<file path="config.mk">
export PLATFORM = sky130hd
export DESIGN_NAME = bech32_stream_encoder
export DESIGN_NICKNAME = d
export VERILOG_FILES = /design/src/rtl/b32enc_pkg.sv /design/src/rtl/b32enc_chk.sv /design/src/rtl/b32enc_ctrl.sv /design/src/rtl/bech32_stream_encoder.sv
export SDC_FILE = /design/constraint.sdc
export NUM_CORES = 1
export LEC_CHECK = 0
export ABC_AREA = 1
export BUFFER_PORTS_ARGS = -buffer_cell sky130_fd_sc_hd__buf_4
export CAP_MARGIN = 20
export CORE_UTILIZATION = 30
export DETAILED_ROUTE_END_ITERATION = 7
export PLACE_DENSITY_LB_ADDON = 0.15
export SYNTH_ARGS = -nofsm -noshare
export SYNTH_HDL_FRONTEND = slang
export SYNTH_HIERARCHICAL = 1
export SYNTH_SLANG_ARGS = --single-unit
</file>
<file path="constraint.sdc">
create_clock -name clk_i -period 3.7 [get_ports clk_i]
set_input_delay 0.555 -clock clk_i [delete_from_list [all_inputs] [get_ports clk_i]]
set_output_delay 0.555 -clock clk_i [all_outputs]
set_load 0.005 [all_outputs]
</file>
<file path="src/rtl/b32enc_pkg.sv">
// shared types, constants and checksum functions for the bech32 string encoder
`timescale 1ns / 1ps

package b32enc_pkg;

  localparam int unsigned SymW  = 5;
  localparam int unsigned ChkW  = 30;
  localparam int unsigned CharW = 7;
  localparam int unsigned BufW  = 12;
  localparam int unsigned CntW  = 4;
  localparam int unsigned IdxW  = 3;

  localparam logic [ChkW-1:0] GenTab [5] = '{
    30'h3b6a57b2, 30'h26508e6d, 30'h1ea119fa, 30'h3d4233dd, 30'h2a1462b3
  };

  localparam logic [7:0] HrpText [5] = '{8'h6c, 8'h6e, 8'h75, 8'h72, 8'h6c};

  typedef enum logic [2:0] {
    CHK_HOLD,
    CHK_INIT,
    CHK_FOLD,
    CHK_FOLD_FINAL,
    CHK_SHIFT
  } chk_op_e;

  typedef enum logic [2:0] {
    ST_IDLE,
    ST_PREFIX,
    ST_DATA,
    ST_PAD,
    ST_ZERO,
    ST_CHK
  } state_e;

  typedef struct packed {
    chk_op_e           op;
    logic [SymW-1:0]   sym;
  } chk_cmd_t;

  typedef struct packed {
    logic              valid;
    logic [CharW-1:0]  ch;
    logic              last;
  } emit_t;

  // one polymod step: shift in a 5-bit symbol, reduce by the generator
  function automatic logic [ChkW-1:0] fold(input logic [ChkW-1:0] chk,
                                           input logic [SymW-1:0] sym);
    logic [ChkW-1:0] r;
    r = {chk[ChkW-SymW-1:0], sym};
    for (int i = 0; i < 5; i++) begin
      if (chk[ChkW-SymW+i]) begin
        r = r ^ GenTab[i];
      end
    end
    return r;
  endfunction

  // polymod over the expanded "lnurl" part
  function automatic logic [ChkW-1:0] start_chk();
    logic [ChkW-1:0] c;
    c = 30'd1;
    for (int i = 0; i < 5; i++) begin
      c = fold(c, {2'b00, HrpText[i][7:5]});
    end
    c = fold(c, 5'd0);
    for (int i = 0; i < 5; i++) begin
      c = fold(c, HrpText[i][4:0]);
    end
    return c;
  endfunction

  localparam logic [ChkW-1:0] StartChk = start_chk();

  function automatic logic [CharW-1:0] sym_char(input logic [SymW-1:0] s);
    logic [CharW-1:0] c;
    case (s)
      5'd0:    c = 7'h51; // Q
      5'd1:    c = 7'h50; // P
      5'd2:    c = 7'h5a; // Z
      5'd3:    c = 7'h52; // R
      5'd4:    c = 7'h59; // Y
      5'd5:    c = 7'h39; // 9
      5'd6:    c = 7'h58; // X
      5'd7:    c = 7'h38; // 8
      5'd8:    c = 7'h47; // G
      5'd9:    c = 7'h46; // F
      5'd10:   c = 7'h32; // 2
      5'd11:   c = 7'h54; // T
      5'd12:   c = 7'h56; // V
      5'd13:   c = 7'h44; // D
      5'd14:   c = 7'h57; // W
      5'd15:   c = 7'h30; // 0
      5'd16:   c = 7'h53; // S
      5'd17:   c = 7'h33; // 3
      5'd18:   c = 7'h4a; // J
      5'd19:   c = 7'h4e; // N
      5'd20:   c = 7'h35; // 5
      5'd21:   c = 7'h34; // 4
      5'd22:   c = 7'h4b; // K
      5'd23:   c = 7'h48; // H
      5'd24:   c = 7'h43; // C
      5'd25:   c = 7'h45; // E
      5'd26:   c = 7'h36; // 6
      5'd27:   c = 7'h4d; // M
      5'd28:   c = 7'h55; // U
      5'd29:   c = 7'h41; // A
      5'd30:   c = 7'h37; // 7
      default: c = 7'h4c; // L
    endcase
    return c;
  endfunction

  function automatic logic [CharW-1:0] prefix_char(input logic [IdxW-1:0] idx);
    logic [CharW-1:0] c;
    case (idx)
      3'd0:    c = 7'h4c; // L
      3'd1:    c = 7'h4e; // N
      3'd2:    c = 7'h55; // U
      3'd3:    c = 7'h52; // R
      3'd4:    c = 7'h4c; // L
      default: c = 7'h31; // 1
    endcase
    return c;
  endfunction

endpackage

</file>
<file path="src/rtl/b32enc_chk.sv">
// bech32 polymod checksum register, one symbol folded per cycle when commanded, held otherwise
`timescale 1ns / 1ps

module b32enc_chk
  import b32enc_pkg::*;
(
  input  logic            clk_i,
  input  logic            rst_ni,
  input  chk_cmd_t        cmd_i,
  output logic [SymW-1:0] top_sym_o
);

  logic [ChkW-1:0] chk_q, chk_d;

  always_comb begin
    chk_d = chk_q;
    case (cmd_i.op)
      CHK_HOLD:       chk_d = chk_q;
      CHK_INIT:       chk_d = StartChk;
      CHK_FOLD:       chk_d = fold(chk_q, cmd_i.sym);
      CHK_FOLD_FINAL: chk_d = fold(chk_q, '0) ^ {{(ChkW-1){1'b0}}, 1'b1};
      CHK_SHIFT:      chk_d = {chk_q[ChkW-SymW-1:0], {SymW{1'b0}}};
      default:        chk_d = chk_q;
    endcase
  end

  always_ff @(posedge clk_i or negedge rst_ni) begin
    if (!rst_ni) begin
      chk_q <= StartChk;
    end else begin
      chk_q <= chk_d;
    end
  end

  assign top_sym_o = chk_q[ChkW-1:ChkW-SymW];

endmodule

</file>
<file path="src/rtl/b32enc_ctrl.sv">
// sequencer: prefix, 5-bit regrouping shift register, padding and checksum readout
`timescale 1ns / 1ps

module b32enc_ctrl
  import b32enc_pkg::*;
(
  input  logic            clk_i,
  input  logic            rst_ni,
  input  logic            in_valid_i,
  output logic            in_stall_o,
  input  logic [7:0]      data_byte_i,
  input  logic            last_byte_i,
  input  logic            adv_i,
  input  logic [SymW-1:0] chk_sym_i,
  output chk_cmd_t        chk_cmd_o,
  output emit_t           emit_o
);

  state_e          state_q, state_d;
  logic [BufW-1:0] buf_q, buf_d;
  logic [CntW-1:0] cnt_q, cnt_d;
  logic [IdxW-1:0] idx_q, idx_d;
  logic            at_start_q, at_start_d;
  logic            last_q, last_d;
  logic [CntW-1:0] cnt_nx;

  assign in_stall_o = (state_q != ST_IDLE);
  assign cnt_nx     = cnt_q - CntW'(SymW);

  always_comb begin
    state_d       = state_q;
    buf_d         = buf_q;
    cnt_d         = cnt_q;
    idx_d         = idx_q;
    at_start_d    = at_start_q;
    last_d        = last_q;
    chk_cmd_o.op  = CHK_HOLD;
    chk_cmd_o.sym = buf_q[BufW-1:BufW-SymW];
    emit_o.valid  = 1'b0;
    emit_o.ch     = sym_char(buf_q[BufW-1:BufW-SymW]);
    emit_o.last   = 1'b0;
    case (state_q)
      ST_IDLE: begin
        if (in_valid_i) begin
          // pending bits sit left-aligned, the new byte goes right behind them
          buf_d  = buf_q | ({data_byte_i, 4'b0000} >> cnt_q);
          cnt_d  = cnt_q + CntW'(8);
          last_d = last_byte_i;
          idx_d  = '0;
          state_d = at_start_q ? ST_PREFIX : ST_DATA;
        end
      end
      ST_PREFIX: begin
        emit_o.ch = prefix_char(idx_q);
        if (adv_i) begin
          emit_o.valid = 1'b1;
          idx_d        = idx_q + IdxW'(1);
          if (idx_q == IdxW'(5)) begin
            at_start_d = 1'b0;
            state_d    = ST_DATA;
          end
        end
      end
      ST_DATA: begin
        if (adv_i) begin
          emit_o.valid = 1'b1;
          chk_cmd_o.op = CHK_FOLD;
          buf_d        = {buf_q[BufW-SymW-1:0], {SymW{1'b0}}};
          cnt_d        = cnt_nx;
          idx_d        = '0;
          if (cnt_nx < CntW'(SymW)) begin
            if (!last_q) begin
              state_d = ST_IDLE;
            end else if (cnt_nx != '0) begin
              state_d = ST_PAD;
            end else begin
              state_d = ST_ZERO;
            end
          end
        end
      end
      ST_PAD: begin
        // leftover bits are already left-aligned over zeros
        if (adv_i) begin
          emit_o.valid = 1'b1;
          chk_cmd_o.op = CHK_FOLD;
          buf_d        = '0;
          cnt_d        = '0;
          idx_d        = '0;
          state_d      = ST_ZERO;
        end
      end
      ST_ZERO: begin
        chk_cmd_o.sym = '0;
        idx_d         = idx_q + IdxW'(1);
        if (idx_q == IdxW'(5)) begin
          chk_cmd_o.op = CHK_FOLD_FINAL;
          idx_d        = '0;
          state_d      = ST_CHK;
        end else begin
          chk_cmd_o.op = CHK_FOLD;
        end
      end
      ST_CHK: begin
        emit_o.ch   = sym_char(chk_sym_i);
        emit_o.last = (idx_q == IdxW'(5));
        if (adv_i) begin
          emit_o.valid = 1'b1;
          chk_cmd_o.op = CHK_SHIFT;
          idx_d        = idx_q + IdxW'(1);
          if (idx_q == IdxW'(5)) begin
            chk_cmd_o.op = CHK_INIT;
            buf_d        = '0;
            cnt_d        = '0;
            at_start_d   = 1'b1;
            last_d       = 1'b0;
            state_d      = ST_IDLE;
          end
        end
      end
      default: begin
        state_d = ST_IDLE;
      end
    endcase
  end

  always_ff @(posedge clk_i or negedge rst_ni) begin
    if (!rst_ni) begin
      state_q    <= ST_IDLE;
      buf_q      <= '0;
      cnt_q      <= '0;
      idx_q      <= '0;
      at_start_q <= 1'b1;
      last_q     <= 1'b0;
    end else begin
      state_q    <= state_d;
      buf_q      <= buf_d;
      cnt_q      <= cnt_d;
      idx_q      <= idx_d;
      at_start_q <= at_start_d;
      last_q     <= last_d;
    end
  end

endmodule

</file>
<file path="src/rtl/bech32_stream_encoder.sv">
// top level of the streaming bech32 encoder with the fixed lnurl prefix
`timescale 1ns / 1ps

// Takes message bytes one request at a time (last_byte_i on the final one) and
// streams out the uppercase bech32 string "LNURL1" + data + checksum, one ASCII
// character per output request, last_char_o set on the sixth checksum character.
// The byte is taken while the sequencer is idle, then its one or two 5-bit
// symbols leave one per cycle while the output register can take them, through
// the regrouping shift register and the polymod register; the prefix comes at the
// start of a string, and the end adds the padded symbol, the zero folding and
// 6 checksum characters. An output register decouples the output stall.

module bech32_stream_encoder
  import b32enc_pkg::*;
(
  input  logic             clk_i,
  input  logic             rst_ni,
  input  logic             in_valid_i,
  output logic             in_stall_o,
  input  logic [7:0]       data_byte_i,
  input  logic             last_byte_i,
  output logic             out_valid_o,
  input  logic             out_stall_i,
  output logic [CharW-1:0] out_char_o,
  output logic             last_char_o
);

  logic             out_valid_q;
  logic [CharW-1:0] out_char_q;
  logic             last_char_q;
  logic             adv;
  chk_cmd_t         chk_cmd;
  logic [SymW-1:0]  chk_sym;
  emit_t            emit;

  // the sequencer may produce a character when the output register frees up
  assign adv = !out_valid_q || !out_stall_i;

  b32enc_ctrl u_ctrl (
    .clk_i       (clk_i),
    .rst_ni      (rst_ni),
    .in_valid_i  (in_valid_i),
    .in_stall_o  (in_stall_o),
    .data_byte_i (data_byte_i),
    .last_byte_i (last_byte_i),
    .adv_i       (adv),
    .chk_sym_i   (chk_sym),
    .chk_cmd_o   (chk_cmd),
    .emit_o      (emit)
  );

  b32enc_chk u_chk (
    .clk_i     (clk_i),
    .rst_ni    (rst_ni),
    .cmd_i     (chk_cmd),
    .top_sym_o (chk_sym)
  );

  always_ff @(posedge clk_i or negedge rst_ni) begin
    if (!rst_ni) begin
      out_valid_q <= 1'b0;
    end else if (adv) begin
      out_valid_q <= emit.valid;
    end
  end

  always_ff @(posedge clk_i) begin
    if (adv && emit.valid) begin
      out_char_q  <= emit.ch;
      last_char_q <= emit.last;
    end
  end

  assign out_valid_o = out_valid_q;
  assign out_char_o  = out_char_q;
  assign last_char_o = last_char_q;

endmodule

</file>
==> results of run 1 <==
report_power, final:
part / switching (uW) / internal, uW
combinational: 1910 / 1070
sequential: 446 / 1150
clock: 313 / 509
area by class of cell:
cell class / count / area [um2] / share of cell area, %
flip-flops and latches: 63 / 1640 / 30.3
repair buffers: 22 / 165 / 3.05
clock inverters: 3 / 15.0 / 0.277
clock buffers: 13 / 272 / 5.02
multi-input cells: 541 / 2750 / 50.9
inverters: 77 / 298 / 5.50
well taps: 216 / 270 / 4.99
kinds of logic (layout without fill, tap and decap cells):
| logic type | Yosys count | in the layout | synth area share [%] |
|---|---|---|---|
| AO/OA/AOI/OAI | 126 | 126 | 15.5 |
| XOR/XNOR | 22 | 22 | 3.96 |
| AND/OR/NAND/NOR | 384 | 384 | 34.8 |
| adder cells (fa/ha/maj) | 9 | 9 | 2.32 |
| flip-flops | 63 | 63 | 33.7 |
| buffers and inverters | 103 | 115 | 9.70 |
Yosys cell counts (all sizes together) (2+ instances only):
cell type	count
a21oi	32
a22oi	3
a31oi	4
and2	2
buf	21
clkbuf	5
clkinv	2
dfrtp	38
dfstp	17
edfxtp	8
ha	9
inv	75
nand2	238
nand3	74
nand3b	3
nand4	4
nor2	59
o211ai	8
o21ai	60
o21bai	2
o221ai	5
o22ai	7
or2	2
xnor2	8
xor2	14
worst paths after layout:
kind | start | endpoint | slack [ns]
setup / recovery | u_ctrl/state_q[2]$_DFFE_PN0P_ | u_chk/chk_q[7]$_DFFE_PN1P_ | 0.54
hold / removal | rst_ni | u_chk/chk_q[16]$_DFFE_PN0P_ | 0.27
setup reg to reg | u_ctrl/state_q[2]$_DFFE_PN0P_ | u_chk/chk_q[7]$_DFFE_PN1P_ | 0.54
hold reg to reg | u_chk/chk_q[9]$_DFFE_PN1P_ | u_chk/chk_q[14]$_DFFE_PN1P_ | 0.49
max in group asynchronous | rst_ni | u_ctrl/idx_q[1]$_DFFE_PN0P_ | 2.94
min in group clk_i | out_stall_i | out_valid_o$_DFFE_PN0P_ | 0.45
stage by stage:
| step | utilization (%) | instances | hold slack, ns | instance area [um2] |
|---|---|---|---|---|
| finish | 34.2 | 935 | 0.268 | 5410 |
| global route | 34.2 | 935 | 0.338 | 5410 |
| CTS | 34.2 | 935 | 0.315 | 5410 |
| detailed placement | 32.4 | 919 | 0.482 | 5120 |
| global placement | 32.4 | 919 | 0.464 | 5120 |
| floorplan | - | 707 | 0.259 | 4860 |
worst max-delay path, stage by stage, from the launching register on:
cell and delay [ns]:
dfrtp_1 0.51, inv_2 0.10, ha_1 0.31, or2_2 0.31
nor2_1 0.30, inv_1 0.07, nand2_1 0.61, inv_2 0.36
nand2_1 0.21, inv_1 0.06, nand2_1 0.06, nand3_1 0.06
o21ai_0 0.08, inv_1 0.05
routing by layer:
layer	GRT usage, %	share of wire, %	vias up
met2	26.1	44	96
met5	0	0	-
met3	2.97	4.2	12
li1	-	-	2331
met1	22.6	50	2093
met4	6.85	1.7	0
flip-flops by register name (all words and copies together), names as in the netlist:
register and count:
last_char_o 1, out_valid_o 1, u_ctrl/buf_q 12, u_ctrl/at_start_q 1, out_char_o 7, u_chk/chk_q 30, u_ctrl/state_q 3, u_ctrl/last_q 1
u_ctrl/cnt_q 4, u_ctrl/idx_q 3
==> results.tsv, run 1 <==
stage	metric	value	unit
pwr	leakage	0.00256	uW
placed_design	finalWeightedCongestion	0.856	
timing	drv_slew	0	
critical_path	worstSetupStartpointType	flop	
timing	slew-limit-headroom	44.8	%
timing	min_period	3.16	ns
finish	fin_nets	736	
detailed_routing	wl	13000	um
yosys	yosysTopAreaCellShare	19.6	%
clocking	ctsHoldBuffers	0	
timing	final.period_utilization	85.5	%
run_status	status	finished clean	
finish	final_common_cell	nand2_1	
clocking	ctsResizeCount	0	
timing	hold_viol	0	
grt	antenna_found_initial	0	
yosys	synth_seq_area_share	33.7	%
yosys	synthesis.area	4860	um2
timing	fmax	0.316	GHz
clocking	cts_sinks	63	
clocking	post_cts_buffers	0	
yosys	synthTopCellsByArea	dfrtp_1 20%, nand2_1 17%, dfstp_2 9.2%	
detailed_routing	viasPerCell	4.85	
detailed_routing	drt_iter0_drc	341	
timing	finalSetupViolations	0	
clocking	htreeDepth	3	
timing	worstMarginPinSlew	0.826	ns
detailed_routing	routedWlPerCell	13.9	um
pwr	p_total	5390	uW
grt	grt_pass1_vias	4282	
floorplanning	placeableCoreArea	15800	um2
placed_design	dpl.hpwl	9450	um
grt	overflow	0	
yosys	ys_ff_latch	63	
yosys	yosys_warnings	6	
yosys	synth_edf_count	8	
finish	post_route_cells_drive_above_1_share	13.8	%
floorplanning	fp.dieArea	16700	um2
finish	fillCellCount	1714	
yosys	synth_nets	729	
floorplanning	initial_utilization	30.7	%
placed_design	pre_cts_slack	0.544	ns
finish	diodes	0	
worst_hold_path	hold_class	input pin to asynchronous set/reset pin	
detailed_routing	antenna_left	0	
clocking	root_buffer	clkbuf_16	
yosys	synthFlopType	dfrtp_1	
detailed_routing	dr.pass1.iters	5	
grt	grt_pass1_wl	21600	um
detailed_routing	vias	4532	
yosys	synth_cell_types	49	
grt	grt.total_usage	16.7	%
floorplanning	dieHeight	129	um
critical_path	endpoint_kind	flop	
finish	layout_common_cells	226 x nand2_1, 72 x nand3_1, 66 x inv_1	
clocking	cts_buffers	9	
floorplanning	die_w	129	um
critical_path	crit_path_max_fanout	22	
critical_path	reg2reg_depth	13	
clocking	clkSlewWorstSetupHoldPaths	0.05	ns
timing	clock_skew	0.00368	ns
pwr	ir_drop	0.299	mV
yosys	syn_inst	707	
timing	tns	0	ns
grt	grt_max_degree	56	
yosys	synth_async_sr_flop_share	87.3	%
job	cap_violations	0	
yosys	avgSynthCellArea	6.88	um2
pwr	pwr_density_cell	996	nW/um2
placed_design	portBuffers	22	
finish	area_delta_synth_final	11.3	%
clocking	clockBufferDepth	2	
critical_path	crit_arrival	3.44	ns
critical_path	path_class	flop to flop	
timing	post-route-worst-setup-slack	0.537	ns
floorplanning	placementRows	46	
detailed_routing	drc	0	
clocking	cts_tree	built	
clocking	clock_latency	0.34	ns
critical_path	required	3.97	ns
timing	rsz0062_at_grt	false	
yosys	yosysTopAreaCell	dfrtp_1	
floorplanning	num_io_pins	23	
Note: power is estimated with default switching activity, not from simulation.
==> inputs of run 2 (changes only) <==
Settings changed: PLACE_DENSITY_LB_ADDON 0.15 to unset.
==> results.tsv, run 2 (synthesis gave the netlist of run 1 again) <==
stage	metric	value	unit	change
detailed_routing	antenna_left	0		unchanged
grt	antenna_found_initial	0		unchanged
pwr	ir_drop	0.344	mV	+15%
critical_path	worstSetupStartpointType	flop		
grt	grt_pass1_vias	4267		-0.35%
grt	grt_max_degree	56		unchanged
timing	worstMarginPinSlew	0.729	ns	-0.0967 ns
floorplanning	die_w	129	um	unchanged
clocking	post_cts_buffers	0		unchanged
critical_path	crit_path_max_fanout	20		-9.1%
finish	largest_reg_flops	30		unchanged
timing	rsz0062_at_grt	false		
floorplanning	dieHeight	129	um	unchanged
critical_path	path_class	flop to flop		
clocking	clkSlewWorstSetupHoldPaths	0.06	ns	about the same
timing	hold_viol	0		unchanged
worst_hold_path	hold_class	input pin to asynchronous set/reset pin		
timing	min_period	2.79	ns	-0.374 ns
timing	drv_slew	0		unchanged
finish	top_register	u_chk/chk_q		
finish	final_common_cell	nand2_1		
clocking	clockBufferDepth	2		unchanged
grt	overflow	0		unchanged
placed_design	portBuffers	22		unchanged
clocking	clock_latency	0.34	ns	about the same
timing	clock_skew	0.0102	ns	+0.00653 ns
critical_path	timing.rr.end	u_chk/chk_q[4]$_DFFE_PN1P_		
detailed_routing	dr.pass1.iters	5		unchanged
critical_path	r2r-start	u_ctrl/idx_q[1]$_DFFE_PN0P_		
finish	post_route_cells_drive_above_1_share	14.0	%	+0.26 points
pwr	leakage	0.00256	uW	about the same
floorplanning	fp.dieArea	16700	um2	unchanged
detailed_routing	wl	11800	um	-9.1%
detailed_routing	drt_iter0_drc	339		-0.59%
finish	fillCellCount	1646		-4.0%
detailed_routing	viasPerCell	4.83		-0.39%
critical_path	endpoint_kind	flop		
finish	diodes	0		unchanged
critical_path	crit_arrival	3.06	ns	-0.38 ns
placed_design	dpl.hpwl	8630	um	-8.7%
critical_path	reg2reg_slack	0.91	ns	+0.37 ns
finish	layout_common_cells	226 x nand2_1, 72 x nand3_1, 66 x inv_1		
pwr	pwr_density_cell	981	nW/um2	-1.5%
run_status	status	finished clean		
clocking	ctsResizeCount	0		unchanged
timing	finalSetupViolations	0		unchanged
job	cap_violations	0		unchanged
placed_design	finalWeightedCongestion	0.866		+1.2%
critical_path	reg2reg_depth	16		+3
timing	final.period_utilization	75.4	%	-10 points
detailed_routing	drc	0		unchanged
grt	grt.total_usage	15.2	%	-1.4 points
finish	regArea	1640	um2	unchanged
timing	tns	0	ns	unchanged
clocking	htreeDepth	3		unchanged
timing	holdWs	0.280	ns	+0.0111 ns
floorplanning	initial_utilization	30.7	%	unchanged
clocking	cts_sinks	63		unchanged
finish	fin_nets	737		+0.14%
timing	fmax	0.359	GHz	+13%
critical_path	required	3.97	ns	about the same
detailed_routing	routedWlPerCell	12.7	um	-9.2%
grt	grt_pass1_wl	20200	um	-6.5%
floorplanning	placementRows	46		unchanged
timing	slew-limit-headroom	51.4	%	+6.6 points
detailed_routing	vias	4519		-0.29%
floorplanning	placeableCoreArea	15800	um2	unchanged
clocking	cts_buffers	9		unchanged
clocking	root_buffer	clkbuf_16		
finish	multiInputGateArea	2750	um2	unchanged
finish	area_delta_synth_final	11.2	%	about the same
clocking	cts_tree	built		
floorplanning	num_io_pins	23		unchanged
clocking	ctsHoldBuffers	0		unchanged
## run 2: changes by cell type in the layout (fill, tap and decap cells not counted)
cell       change
clkbuf_8       +1
buf_4          +1
clkbuf_16      -1
clkinv_2       +1
clkbuf_1       -1
## run 2: per-stage QoR
step	setup WS [ns]	power, uW	std cells	utilization (%)	instance area (um2)
after floorplan	1.48	3880	707	-	4860
after global placement	1.07	4520	920	32.4	5130
after detailed placement	1.00	4500	920	32.4	5130
after CTS	0.958	5310	936	34.2	5410
after global routing	0.634	5830	936	34.2	5410
final	0.911	5310	936	34.2	5410
## run 2: how the worst max path moves through the flow
stage,slack [ns],start,endpoint,cells after the start
after floorplan,1.48,u_ctrl/state_q[2]$_DFFE_PN0P_,u_chk/chk_q[4]$_DFFE_PN1P_,13
after global placement,1.07,u_ctrl/state_q[2]$_DFFE_PN0P_,u_chk/chk_q[7]$_DFFE_PN1P_,14
after detailed placement,1.00,u_ctrl/idx_q[1]$_DFFE_PN0P_,u_chk/chk_q[4]$_DFFE_PN1P_,16
after CTS,0.96,u_ctrl/idx_q[1]$_DFFE_PN0P_,u_chk/chk_q[4]$_DFFE_PN1P_,16
after global routing,0.63,u_ctrl/idx_q[1]$_DFFE_PN0P_,u_chk/chk_q[4]$_DFFE_PN1P_,16
final,0.91,u_ctrl/idx_q[1]$_DFFE_PN0P_,u_chk/chk_q[4]$_DFFE_PN1P_,16
## run 2: where the power goes
part | internal (uW) | total (uW) | switching [uW]
logic | 1070 | 2940 | 1870
clock network | 484 | 780 | 295
registers | 1150 | 1590 | 444
## run 2: per-layer routing
layer,GRT usage [%],vias up,part of all wire (%)
met3,2.93,20,4.6
li1,-,2320,-
met1,20.3,2059,48
met2,24.4,120,45
met5,0,-,0
met4,5.88,0,1.9
## run 2: final cells by class
| cell class | count | area share, % |
|---|---|---|
| clock buffer | 12 | 4.74 |
| clock inverter | 4 | 0.370 |
| inverter | 77 | 5.51 |
| multi-input combinational | 541 | 50.9 |
| sequential | 63 | 30.3 |
| tap | 216 | 5.00 |
| timing repair buffer | 23 | 3.19 |
## run 2: critical path, stage by stage, from the launching register on
cell and delay [ns]:
dfrtp_1 0.42, inv_1 0.11, ha_1 0.19, nand2_1 0.14, inv_1 0.13, nand2_1 0.11, nor2_1 0.12, inv_1 0.06
a21oi_1 0.31, nor2_2 0.12, nand2_4 0.22, inv_4 0.12, nor2_8 0.19, inv_4 0.13, or2_0 0.22, nand2_1 0.07
inv_1 0.03
